--- src/rtl/core/assert_macros.svh ---
// Assertion macros shared by the line parser RTL.
// Included by the files that check their own logic; no other dependencies.
`ifndef ASSERT_MACROS_SVH
`define ASSERT_MACROS_SVH

// Same-cycle implication, disabled while reset is low
`define AHLP_ASSERT_NOW(label, clk, rst_n, ante, cons) \
  label: assert property (@(posedge clk) disable iff (!rst_n) (ante) |-> (cons)) \
    else $error("ahlp assertion failed");

// Next-cycle implication, disabled while reset is low
`define AHLP_ASSERT_NEXT(label, clk, rst_n, ante, cons) \
  label: assert property (@(posedge clk) disable iff (!rst_n) (ante) |=> (cons)) \
    else $error("ahlp assertion failed");

`endif

--- src/rtl/core/ahlp_pkg.sv ---
// Shared types, character codes and parse phase codes for the hex line parser.
// No dependencies; imported by the parser core, the output buffer and the top level.
`timescale 1ns / 1ps
`default_nettype none

package ahlp_pkg;

  // Result kinds carried on the output tuser bit
  localparam logic KIND_WORD     = 1'b0;
  localparam logic KIND_TOO_LONG = 1'b1;

  // Parse phases of the current line
  localparam int unsigned PhaseW = 3;
  localparam logic [PhaseW-1:0] PH_SPACES = 3'd0;
  localparam logic [PhaseW-1:0] PH_SIGNED = 3'd1;
  localparam logic [PhaseW-1:0] PH_ZERO   = 3'd2;
  localparam logic [PhaseW-1:0] PH_PREFIX = 3'd3;
  localparam logic [PhaseW-1:0] PH_DIGITS = 3'd4;

  // Character codes
  localparam logic [7:0] CHAR_LF       = 8'h0A;
  localparam logic [7:0] CHAR_CR       = 8'h0D;
  localparam logic [7:0] CHAR_SPACE    = 8'h20;
  localparam logic [7:0] CHAR_PLUS     = 8'h2B;
  localparam logic [7:0] CHAR_MINUS    = 8'h2D;
  localparam logic [7:0] CHAR_ZERO     = 8'h30;
  localparam logic [7:0] CHAR_UPPER_X  = 8'h58;
  localparam logic [7:0] CHAR_LOWER_X  = 8'h78;
  localparam logic [7:0] CHAR_PRINT_HI = 8'h7E;

  localparam logic [31:0] SAT_WORD = 32'hFFFF_FFFF;

  // One result beat
  typedef struct packed {
    logic        kind;
    logic [31:0] word;
  } result_t;

  // Decoded hex digit
  typedef struct packed {
    logic       ok;
    logic [3:0] val;
  } hex_t;

  function automatic hex_t hex_decode(logic [7:0] c);
    hex_t h;
    h.ok  = 1'b1;
    h.val = c[3:0];
    if (c >= 8'h30 && c <= 8'h39) begin
      h.val = c[3:0];
    end else if ((c >= 8'h41 && c <= 8'h46) || (c >= 8'h61 && c <= 8'h66)) begin
      h.val = c[3:0] + 4'd9;
    end else begin
      h.ok  = 1'b0;
    end
    return h;
  endfunction

endpackage

`default_nettype wire

--- src/rtl/core/ahlp_parse.sv ---
// Parser core: holds the per-line parse state and judges each accepted byte.
// Depends on ahlp_pkg and assert_macros.svh.
`timescale 1ns / 1ps
`default_nettype none
`include "assert_macros.svh"

module ahlp_parse #(
  parameter int unsigned LINE_BUFFER_BYTES = 64
) (
  input  wire                    clk_i,
  input  wire                    rst_ni,
  input  wire                    beat_i,      // a byte is accepted this cycle
  input  wire  [7:0]             byte_i,
  output logic                   res_valid_o,
  output ahlp_pkg::result_t      res_o
);
  import ahlp_pkg::*;

  localparam int unsigned CntW = $clog2(LINE_BUFFER_BYTES);
  localparam logic [CntW-1:0] MAX_CNT = CntW'(LINE_BUFFER_BYTES - 1);

  logic [CntW-1:0]   cnt_q, cnt_d;
  logic [PhaseW-1:0] phase_q, phase_d;
  logic [31:0]       acc_q, acc_d;
  logic              neg_q, neg_d;
  logic              ovf_q, ovf_d;
  logic              inv_q, inv_d;

  hex_t        hx;
  logic        is_sign;
  logic        printable;
  logic        line_ok;
  logic [31:0] line_word;

  assign hx        = hex_decode(byte_i);
  assign is_sign   = (byte_i == CHAR_PLUS) || (byte_i == CHAR_MINUS);
  assign printable = (byte_i >= CHAR_SPACE) && (byte_i <= CHAR_PRINT_HI);
  assign line_ok   = !inv_q && ((phase_q == PH_ZERO) || (phase_q == PH_DIGITS));

  // Final word of the line: saturate, else apply the sign
  always_comb begin
    if (ovf_q) begin
      line_word = SAT_WORD;
    end else if (neg_q) begin
      line_word = 32'd0 - acc_q;
    end else begin
      line_word = acc_q;
    end
  end

  // Next parse state and result for the accepted byte
  always_comb begin
    cnt_d       = cnt_q;
    phase_d     = phase_q;
    acc_d       = acc_q;
    neg_d       = neg_q;
    ovf_d       = ovf_q;
    inv_d       = inv_q;
    res_valid_o = 1'b0;
    res_o.kind  = KIND_WORD;
    res_o.word  = 32'd0;

    if (beat_i && byte_i != CHAR_CR) begin
      if (byte_i == CHAR_LF) begin
        // End of line: deliver the word if well formed, then clear
        res_valid_o = line_ok;
        res_o.word  = line_word;
        cnt_d       = '0;
        phase_d     = PH_SPACES;
        acc_d       = 32'd0;
        neg_d       = 1'b0;
        ovf_d       = 1'b0;
        inv_d       = 1'b0;
      end else if (printable) begin
        if (cnt_q < MAX_CNT) begin
          cnt_d = cnt_q + CntW'(1);
          if (!inv_q) begin
            if (phase_q == PH_SPACES && (byte_i == CHAR_SPACE || is_sign)) begin
              // Skip leading space, or take the sign
              if (is_sign) begin
                neg_d   = (byte_i == CHAR_MINUS);
                phase_d = PH_SIGNED;
              end
            end else begin
              case (phase_q)
                PH_SPACES, PH_SIGNED: begin
                  if (byte_i == CHAR_ZERO) begin
                    phase_d = PH_ZERO;
                  end else if (hx.ok) begin
                    acc_d   = {acc_q[27:0], hx.val};
                    ovf_d   = ovf_q | (acc_q[31:28] != 4'd0);
                    phase_d = PH_DIGITS;
                  end else begin
                    inv_d = 1'b1;
                  end
                end
                PH_ZERO: begin
                  if (byte_i == CHAR_LOWER_X || byte_i == CHAR_UPPER_X) begin
                    phase_d = PH_PREFIX;
                  end else if (hx.ok) begin
                    acc_d   = {acc_q[27:0], hx.val};
                    ovf_d   = ovf_q | (acc_q[31:28] != 4'd0);
                    phase_d = PH_DIGITS;
                  end else begin
                    inv_d = 1'b1;
                  end
                end
                PH_PREFIX, PH_DIGITS: begin
                  if (hx.ok) begin
                    acc_d   = {acc_q[27:0], hx.val};
                    ovf_d   = ovf_q | (acc_q[31:28] != 4'd0);
                    phase_d = PH_DIGITS;
                  end else begin
                    inv_d = 1'b1;
                  end
                end
                default: begin
                  inv_d = 1'b1;
                end
              endcase
            end
          end
        end else begin
          // Line too long: drop the byte, clear, report
          res_valid_o = 1'b1;
          res_o.kind  = KIND_TOO_LONG;
          cnt_d       = '0;
          phase_d     = PH_SPACES;
          acc_d       = 32'd0;
          neg_d       = 1'b0;
          ovf_d       = 1'b0;
          inv_d       = 1'b0;
        end
      end
    end
  end

  // Hold the line state
  always_ff @(posedge clk_i or negedge rst_ni) begin
    if (!rst_ni) begin
      cnt_q   <= '0;
      phase_q <= PH_SPACES;
      acc_q   <= 32'd0;
      neg_q   <= 1'b0;
      ovf_q   <= 1'b0;
      inv_q   <= 1'b0;
    end else begin
      cnt_q   <= cnt_d;
      phase_q <= phase_d;
      acc_q   <= acc_d;
      neg_q   <= neg_d;
      ovf_q   <= ovf_d;
      inv_q   <= inv_d;
    end
  end

  `AHLP_ASSERT_NOW(a_cnt_bound, clk_i, rst_ni, 1'b1, cnt_q <= MAX_CNT)
  `AHLP_ASSERT_NOW(a_err_zero, clk_i, rst_ni, res_valid_o && res_o.kind == KIND_TOO_LONG,
                   res_o.word == 32'd0)
  `AHLP_ASSERT_NEXT(a_clear_after, clk_i, rst_ni, res_valid_o,
                    cnt_q == '0 && phase_q == PH_SPACES && !inv_q && !ovf_q)

endmodule

`default_nettype wire

--- src/rtl/core/ahlp_skid.sv ---
// Output register with one skid entry, parting the parser from the result channel.
// Depends on ahlp_pkg and assert_macros.svh.
`timescale 1ns / 1ps
`default_nettype none
`include "assert_macros.svh"

module ahlp_skid (
  input  wire                    clk_i,
  input  wire                    rst_ni,
  input  wire                    in_valid_i,
  input  wire ahlp_pkg::result_t in_data_i,
  output logic                   in_ready_o,
  output logic                   out_valid_o,
  output ahlp_pkg::result_t      out_data_o,
  input  wire                    out_ready_i
);
  import ahlp_pkg::*;

  logic    out_valid_q, out_valid_d;
  logic    skid_valid_q, skid_valid_d;
  result_t out_q, out_d;
  result_t skid_q, skid_d;
  logic    drain;

  assign in_ready_o  = !skid_valid_q;
  assign out_valid_o = out_valid_q;
  assign out_data_o  = out_q;
  assign drain       = out_ready_i || !out_valid_q;

  // Refill output from skid entry first, else from the parser; if held, fill skid
  always_comb begin
    out_valid_d  = out_valid_q;
    skid_valid_d = skid_valid_q;
    out_d        = out_q;
    skid_d       = skid_q;
    if (drain) begin
      if (skid_valid_q) begin
        out_valid_d  = 1'b1;
        out_d        = skid_q;
        skid_valid_d = 1'b0;
      end else begin
        out_valid_d  = in_valid_i;
        out_d        = in_data_i;
      end
    end else if (in_valid_i) begin
      skid_valid_d = 1'b1;
      skid_d       = in_data_i;
    end
  end

  always_ff @(posedge clk_i or negedge rst_ni) begin
    if (!rst_ni) begin
      out_valid_q  <= 1'b0;
      skid_valid_q <= 1'b0;
    end else begin
      out_valid_q  <= out_valid_d;
      skid_valid_q <= skid_valid_d;
    end
  end

  // Payload holds no reset
  always_ff @(posedge clk_i) begin
    out_q  <= out_d;
    skid_q <= skid_d;
  end

  `AHLP_ASSERT_NOW(a_skid_behind_out, clk_i, rst_ni, skid_valid_q, out_valid_q)
  `AHLP_ASSERT_NOW(a_no_write_full, clk_i, rst_ni, in_valid_i, !skid_valid_q)
  `AHLP_ASSERT_NEXT(a_skid_to_out, clk_i, rst_ni, skid_valid_q && out_ready_i,
                    out_valid_q && out_q == $past(skid_q))

endmodule

`default_nettype wire

--- src/rtl/core/ascii_hex_line_parser.sv ---
// ASCII hex line parser, one received byte in per beat, at most one result per byte.
// Slave channel: s_axis_tvalid/tready/tdata carry raw bytes.
// Master channel: m_axis_tvalid/tready/tdata/tuser carry results; tuser is the kind
// (0 = parsed 32-bit word, 1 = line too long, tdata zero).
// Each LF judges the line: leading spaces, optional sign, optional 0x prefix, hex digits.
// A well formed line emits its word (saturated on overflow, negated on minus);
// a blank or malformed line emits nothing. CR and unprintable bytes are ignored.
// The byte that would reach LINE_BUFFER_BYTES characters is dropped with an error beat.
// Throughput: one byte per cycle while s_axis_tready is high; the parse state updates in the accept cycle.
// A result is registered in the output register, or in the skid entry while the output is held.
// Stall: an output register plus one skid entry buffer results; s_axis_tready falls
// only while the skid entry is full, and rises the cycle after the receiver takes a beat.
// Reset (rst_ni low, asynchronous) clears the line state and empties both registers.
`timescale 1ns / 1ps
`default_nettype none

module ascii_hex_line_parser #(
  parameter int unsigned LINE_BUFFER_BYTES = 64
) (
  input  wire         clk_i,
  input  wire         rst_ni,
  input  wire         s_axis_tvalid,
  output logic        s_axis_tready,
  input  wire  [7:0]  s_axis_tdata,   // [7:0] rx_byte
  output logic        m_axis_tvalid,
  input  wire         m_axis_tready,
  output logic [31:0] m_axis_tdata,   // [31:0] parsed_word
  output logic [0:0]  m_axis_tuser    // [0] result_kind
);
  import ahlp_pkg::*;

  logic    beat;
  logic    res_valid;
  result_t res;
  result_t out_res;

  assign beat = s_axis_tvalid && s_axis_tready;

  ahlp_parse #(
    .LINE_BUFFER_BYTES (LINE_BUFFER_BYTES)
  ) u_parse (
    .clk_i       (clk_i),
    .rst_ni      (rst_ni),
    .beat_i      (beat),
    .byte_i      (s_axis_tdata),
    .res_valid_o (res_valid),
    .res_o       (res)
  );

  ahlp_skid u_skid (
    .clk_i       (clk_i),
    .rst_ni      (rst_ni),
    .in_valid_i  (res_valid),
    .in_data_i   (res),
    .in_ready_o  (s_axis_tready),
    .out_valid_o (m_axis_tvalid),
    .out_data_o  (out_res),
    .out_ready_i (m_axis_tready)
  );

  // Unpack the result beat
  assign m_axis_tdata    = out_res.word;
  assign m_axis_tuser[0] = out_res.kind;

endmodule

`default_nettype wire

--- config.mk ---
export PLATFORM = sky130hd
export DESIGN_NAME = ascii_hex_line_parser
export DESIGN_NICKNAME = d
export VERILOG_FILES = /design/src/rtl/core/ahlp_pkg.sv /design/src/rtl/core/ahlp_parse.sv /design/src/rtl/core/ahlp_skid.sv /design/src/rtl/core/ascii_hex_line_parser.sv
export VERILOG_INCLUDE_DIRS = /design/src /design/src/rtl/core
export SDC_FILE = /design/constraint.sdc
export NUM_CORES = 1
export LEC_CHECK = 0
export BUFFER_PORTS_ARGS = -buffer_cell sky130_fd_sc_hd__buf_2
export CAP_MARGIN = 20
export CORE_ASPECT_RATIO = 0.7
export CORE_MARGIN = 8
export CORE_UTILIZATION = 38
export CTS_BUF_LIST = sky130_fd_sc_hd__clkbuf_8 sky130_fd_sc_hd__clkbuf_16
export DETAILED_ROUTE_END_ITERATION = 8
export PLACE_DENSITY = 0.68
export SETUP_SLACK_MARGIN = 0.1
export SKIP_LAST_GASP = 1
export SLEW_MARGIN = 20
export SYNTH_ARGS = -nofsm -noshare
export SYNTH_HDL_FRONTEND = slang
export SYNTH_SLANG_ARGS = --single-unit
--- constraint.sdc ---
create_clock -name clk_i -period 3.4 [get_ports clk_i]
set_clock_uncertainty 0.05 [all_clocks]
set_input_delay 0.51 -clock clk_i [delete_from_list [all_inputs] [get_ports clk_i]]
set_output_delay 0.51 -clock clk_i [all_outputs]
set_load 0.005 [all_outputs]
Word level (Yosys, flattened, before mapping)
Index checks and enable logic that the tools add are counted.
W data, S select, Z words.
- flip-flop bits (word level): 112
- input port bits: 12
- output and inout port bits: 35
- logic and storage cells: 138
- add/sub/neg operators: 3
- $lt $le $gt $ge: 9
- equal/unequal tests: 21
- mux-type cells: 63
- bitwise operators: 2
- reduce and logical (&&, ||, !) cells: 28
- operators with widths (operator ; number):
    $mux W32 ; 11
    $pmux W32 S3 ; 1
    $mux W33 ; 2
    $eq A8 B6 Y1 const B ; 4
    $mux W1 ; 32
    $sub A1 B32 Y32 const A ; 1
    $mux W3 ; 9
    $le A8 B7 Y1 const B ; 3
    $mux W6 ; 3
    $eq A8 B7 Y1 const B ; 2
    $ge A8 B6 Y1 const B ; 2
    $ge A8 B7 Y1 const B ; 2
    $reduce_and A5 Y1 ; 2
    $pmux W3 S3 ; 1
    $eq A8 B4 Y1 const B ; 1
    $le A8 B6 Y1 const B ; 1
    $logic_and A1 B1 Y1 ; 8
    $mux W4 ; 2
    $ne A8 B4 Y1 const B ; 1
    $reduce_and A7 Y1 ; 1
    $add A6 B1 Y6 const B ; 1
    $eq A3 B2 Y1 const B ; 2
    $logic_or A1 B1 Y1 ; 6
    $lt A6 B6 Y1 const B ; 1
    20 further kinds ; 27

Depth between registers and ports, before layout
- word-level depth: 13
- depth in mapped cells: 10
- mapped depth without buffers: 7

Cells and area by module
Synthesis repeated with hierarchy kept, for this count alone.
- cells, all modules: 517
- area, all modules: 5891.9 sq um
- by module, submodules not included (module ; times used ; cells an instance ; area an instance (sq um) ; seq. area each (sq um)):
    ahlp_parse ; 1 ; 404 ; 3276.9 ; 1101.1
    ahlp_skid ; 1 ; 112 ; 2608.8 ; 2031.9
    ascii_hex_line_parser ; 1 ; 1 ; 6.3 ; 0.0

Worst setup path before layout
Ideal clock, no wire load.
- kind: input -> register
- start point: in s_axis_tdata[5]
- end point: reg u_skid.skid_q[0] (netlist bit) (enable)
- setup time: 0.423 ns
- data arrival time: 3.282 ns
- data required time: 2.927 ns
- path slack: -0.355 ns
- stages: 5
- buffers on the path: 1
- cell sequence: or4_4 > nor4_1 > clkbuf_1 > a21oi_1 > nor2_1
- longest elaborated chain between the ends: 6
- elaborated cells between the ends (all ways): 10
- those cells by class: order compare (2); eq/ne (2); mux (3); reduce/logical (3)
- ends and longest elaborated chain (element ; RTL line ; source):
    from (decl) ; ascii_hex_line_parser.sv:24 ; input wire [7:0] s_axis_tdata,
    $ge A8 B6 Y1 or $le A8 B7 Y1 (tied branches) ; ahlp_parse.sv:37 ; assign printable = (byte_i >= CHAR_SPACE) && (byte_i <= CHAR_PRINT_HI);
    $logic_and A1 B1 Y1 ; ahlp_parse.sv:37 ;
    $mux W1 ; ahlp_parse.sv:74 ; end else if (printable) begin
    $mux W1 ; ahlp_parse.sv:64 ; if (byte_i == CHAR_LF) begin
    $mux W1 * ; ahlp_parse.sv:63 ; if (beat_i && byte_i != CHAR_CR) begin
    $reduce_and A2 Y1 (no source line) * ; - ;
    to (signal assigned) ; ahlp_skid.sv:64 ; skid_q <= skid_d;
    to (decl) ; ahlp_skid.sv:22 ; result_t skid_q, skid_d;
Mark *: on every way between the ends. The rest lies on a longest branch, timed or not.
A chain may end at the register's enable or synchronous reset.

Worst setup path after layout
- start point: reg u_parse.acc_q[13]
- end point: reg u_skid.out_q, in the netlist u_skid.out_data_o[31], data pin
- longest elaborated chain between the ends: 6
- ends and longest elaborated chain (element ; RTL line ; source):
    from (decl) ; ahlp_parse.sv:24 ; logic [31:0] acc_q, acc_d;
    from (signal assigned) ; ahlp_parse.sv:143 ; acc_q <= 32'd0;
    from (signal assigned) ; ahlp_parse.sv:150 ; acc_q <= acc_d;
    $sub A1 B32 Y32 ; ahlp_parse.sv:45 ; line_word = 32'd0 - acc_q;
    $mux W32 ; ahlp_parse.sv:44 ; end else if (neg_q) begin
    $mux W32 ; ahlp_parse.sv:42 ; if (ovf_q) begin
    $mux W32 ; ahlp_parse.sv:64 ;
    $mux W33 ; ahlp_parse.sv:63 ;
    $mux W33 ; ahlp_skid.sv:37 ; if (skid_valid_q) begin
    to (signal assigned) ; ahlp_skid.sv:63 ; out_q <= out_d;
    to (decl) ; ahlp_skid.sv:21 ; result_t out_q, out_d;
No other way between the ends.

==> flow_summary_export.csv <==
group,metric,value,unit
clock_network,tritoncts.num_buffers,9,
critical_path,path_max_fanout,7,
clock_network,sink_count,112,
grt,grt_pass1_vias,5186,
final_layout,antenna_cells,0,
worst_hold_path,worst_hold_path_type,"input port to async pin",
grt,grtUsageTotal,16.4,%
routing,drt_first_pass_iters,4,
routing,final_antenna_net_count,0,
final_layout,ff_latch_area,0.00313,mm^2
clock_network,post_cts.resized_instances,0,
pwr,worst_ir_drop_vdd,0.000292,V
pwr,total_power,2.83,mW
grt,gr-total-overflow,0,
synth,synth_sequential_area_ratio,48.8,%
final_layout,drive_gt1_share,15.3,%
clock_network,tritoncts,"done",
routing,dr_total_vias,5339,
clock_network,worstSkewPairLatency,360,ps
place,io_buffers,46,
synth,synth_area_leader_cell,"sky130_fd_sc_hd__edfxtp_1",
pwr,areal_power_density_over_the_cells,395,mW/mm^2
synth,yosys_warnings,0,
synth,synthesis.nets,640,
synth,synth_edf_count,66,
synth,yosys_register_bits,112,
routing,first_iter_violations,464,
clock_network,cts_buffer_depth,2,
critical_path,setup.worst_path.start_class,"flip-flop",
place,gp_congestion,0.942,
flow_run,maxCapViolCount,0,
final_layout,area_delta_synth_final,11.4,%
synth,netlist_area_before_placement,0.00642,mm^2
routing,totalWireLength,17400,um
outcome,outcome,"finished clean",
final_layout,num-fill-cells,1582,
die,chipHeight,125,um
clock_network,clk_transition_reported_paths,80,ps
synth,synthFlopType,"sky130_fd_sc_hd__edfxtp_1",
timing,timing.final.hold_violations,0,
die,pin_count,47,
die,floorplan.die_area,0.0214,mm^2
timing,rsz0062_at_grt,"false",
critical_path,worstSetupPathType,"flip-flop to flip-flop",
final_layout,multi_input_comb_area,0.00290,mm^2
routing,drt_via_density,6.11,
synth,yosysTopAreaCellShare,30.8,%
die,num_rows,39,
clock_network,cts_htree_levels,3,
timing,timing.final.max_slew_violations,0,
clock_network,cts-root-buf,"sky130_fd_sc_hd__clkbuf_16",
critical_path,critical_path_arrival,2790,ps
timing,setup_violations,0,
timing,timing_worst_slew_pin_value,688,ps
grt,pin_count_of_the_biggest_net_entering_global_routing,47,
routing,wl_per_cell,19.9,um
timing,max-slew-margin-rel,54.1,%
synth,synth_area_leaders,"sky130_fd_sc_hd__edfxtp_1 31%, sky130_fd_sc_hd__dfrtp_1 18%, sky130_fd_sc_hd__o311ai_0 4.1%",
synth,synth_cells,621,
critical_path,critPathCaptureType,"flip-flop",
final_layout,finish.net_count,663,
clock_network,postCtsSetupBuffers,0,
timing,min_period,2730,ps
synth,syn_area_per_cell,10.3,um^2
final_layout,mostFrequentLayoutCells,"66 x sky130_fd_sc_hd__edfxtp_1, 46 x sky130_fd_sc_hd__nand2_1, 46 x sky130_fd_sc_hd__dfrtp_1",
die,floorplan.core_area,0.0164,mm^2
routing,detail_route.drc_violations,0,
timing,min_period_over_period,80.3,%
die,effective_utilization_at_floorplan,39.1,%
synth,synth.lib_cells_used.distinct,69,
timing,fin_setup_tns,0,ps
grt,grt_antenna_before_repair,0,
grt,first_pass_grt_wire_length,28100,um
die,die_width,171,um
critical_path,data_required_time_of_the_critical_path,3450,ps
place,post-dp-hpwl,11900,um
final_layout,final_common_cell,"sky130_fd_sc_hd__edfxtp_1",
pwr,p_leak,2.90,nW
synth,postSynth.asyncResetShare,41.1,%
clock_network,cts.hold.buffers_added,0,
timing,fmax,0.366,GHz
==> cell families after synthesis <==
logic type | after synthesis | synth area share, %
compound gates | 200 | 24.5
xor+xnor | 19 | 2.59
fa+ha+maj | 7 | 1.36
buf+inv | 93 | 6.27
flops | 112 | 48.8
mux | 12 | 1.87
simple gates | 178 | 14.7
==> cell type report <==
type / count / area share [%]
multi-input cells: 416 / 40.5
flip-flops and latches: 112 / 43.8
repair buffers: 64 / 5.14
clock buffers: 9 / 3.15
clock inverters: 7 / 1.29
well taps: 225 / 3.93
inverters: 41 / 2.15
==> worst max-delay path: stages (launching register included) <==
cell and delay [ps]:
sky130_fd_sc_hd__dfrtp_1 510, sky130_fd_sc_hd__nor4_1 600, sky130_fd_sc_hd__nand4_1 410, sky130_fd_sc_hd__nor4_1 470, sky130_fd_sc_hd__mux2i_1 160, sky130_fd_sc_hd__a32o_1 280
==> state kept, by name (all words and copies together) (netlist names) <==
register and flops:
u_parse.acc_q 32, u_parse.cnt_q 6, u_parse.inv_q 1, u_parse.neg_q 1, u_parse.ovf_q 1, u_parse.phase_q 3
u_skid.out_data_o 33, u_skid.out_valid_o 1, u_skid.skid_q 33, u_skid.skid_valid_q 1
==> worst paths after layout <==
path	start	end	slack [ps]	cells after the start
min in group clk_i	u_parse.cnt_q[2]	u_parse.cnt_q[2]	460	1
max reg2reg	u_parse.acc_q[13]	u_skid.out_data_o[31]	670	5
max	u_parse.acc_q[13]	u_skid.out_data_o[31]	670	5
max in group asynchronous	rst_ni	u_parse.acc_q[16]	2750	1
min reg2reg	u_parse.cnt_q[2]	u_parse.cnt_q[2]	460	1
min	rst_ni	u_parse.phase_q[1]	120	1
==> power by group <==
group	switching, mW	total [mW]	internal [mW]
Clock	0.499	1.15	0.648
Sequential	0.0278	1.48	1.45
Combinational	0.127	0.199	0.0726
==> cell usage after synthesis, types with 12 or more instances <==
| cell | number |
|---|---|
| sky130_fd_sc_hd__a21o_1 | 21 |
| sky130_fd_sc_hd__inv_1 | 41 |
| sky130_fd_sc_hd__nor3_1 | 14 |
| sky130_fd_sc_hd__nand3_1 | 13 |
| sky130_fd_sc_hd__a21oi_1 | 24 |
| sky130_fd_sc_hd__dfrtp_1 | 46 |
| sky130_fd_sc_hd__nand2_1 | 46 |
| sky130_fd_sc_hd__edfxtp_1 | 66 |
| sky130_fd_sc_hd__xnor2_1 | 19 |
| sky130_fd_sc_hd__o21ai_0 | 18 |
| sky130_fd_sc_hd__o311ai_0 | 30 |
| sky130_fd_sc_hd__clkbuf_1 | 32 |
| sky130_fd_sc_hd__mux2i_1 | 12 |
| sky130_fd_sc_hd__nor2_1 | 37 |
| sky130_fd_sc_hd__o221ai_1 | 27 |
==> through the flow <==
| step | instances | hold slack (ps) | util [%] | instance area (um^2) | worst slack (ps) |
|---|---|---|---|---|---|
| 3_5_place_dp | 858 | 444 | 41.6 | 6830 | 419 |
| 6_report | 874 | 117 | 43.5 | 7150 | 668 |
| 5_1_grt | 874 | 166 | 43.5 | 7150 | 543 |
| 2_1_floorplan | 621 | 164 | - | 6430 | 180 |
| 4_1_cts | 874 | 343 | 43.5 | 7150 | 721 |
| 3_3_place_gp | 858 | 432 | 41.6 | 6830 | 568 |
==> per-layer routing <==
layer	vias up	part of all wire (%)	wire, um	track usage, %
li1	2465	-	-	-
met1	2609	48	8440	24.5
met2	247	42	7270	23.4
met3	18	8.4	1460	2.85
met4	0	1.3	235	4.74
met5	-	0	0	0
Power figures use the tool's default switching activity.
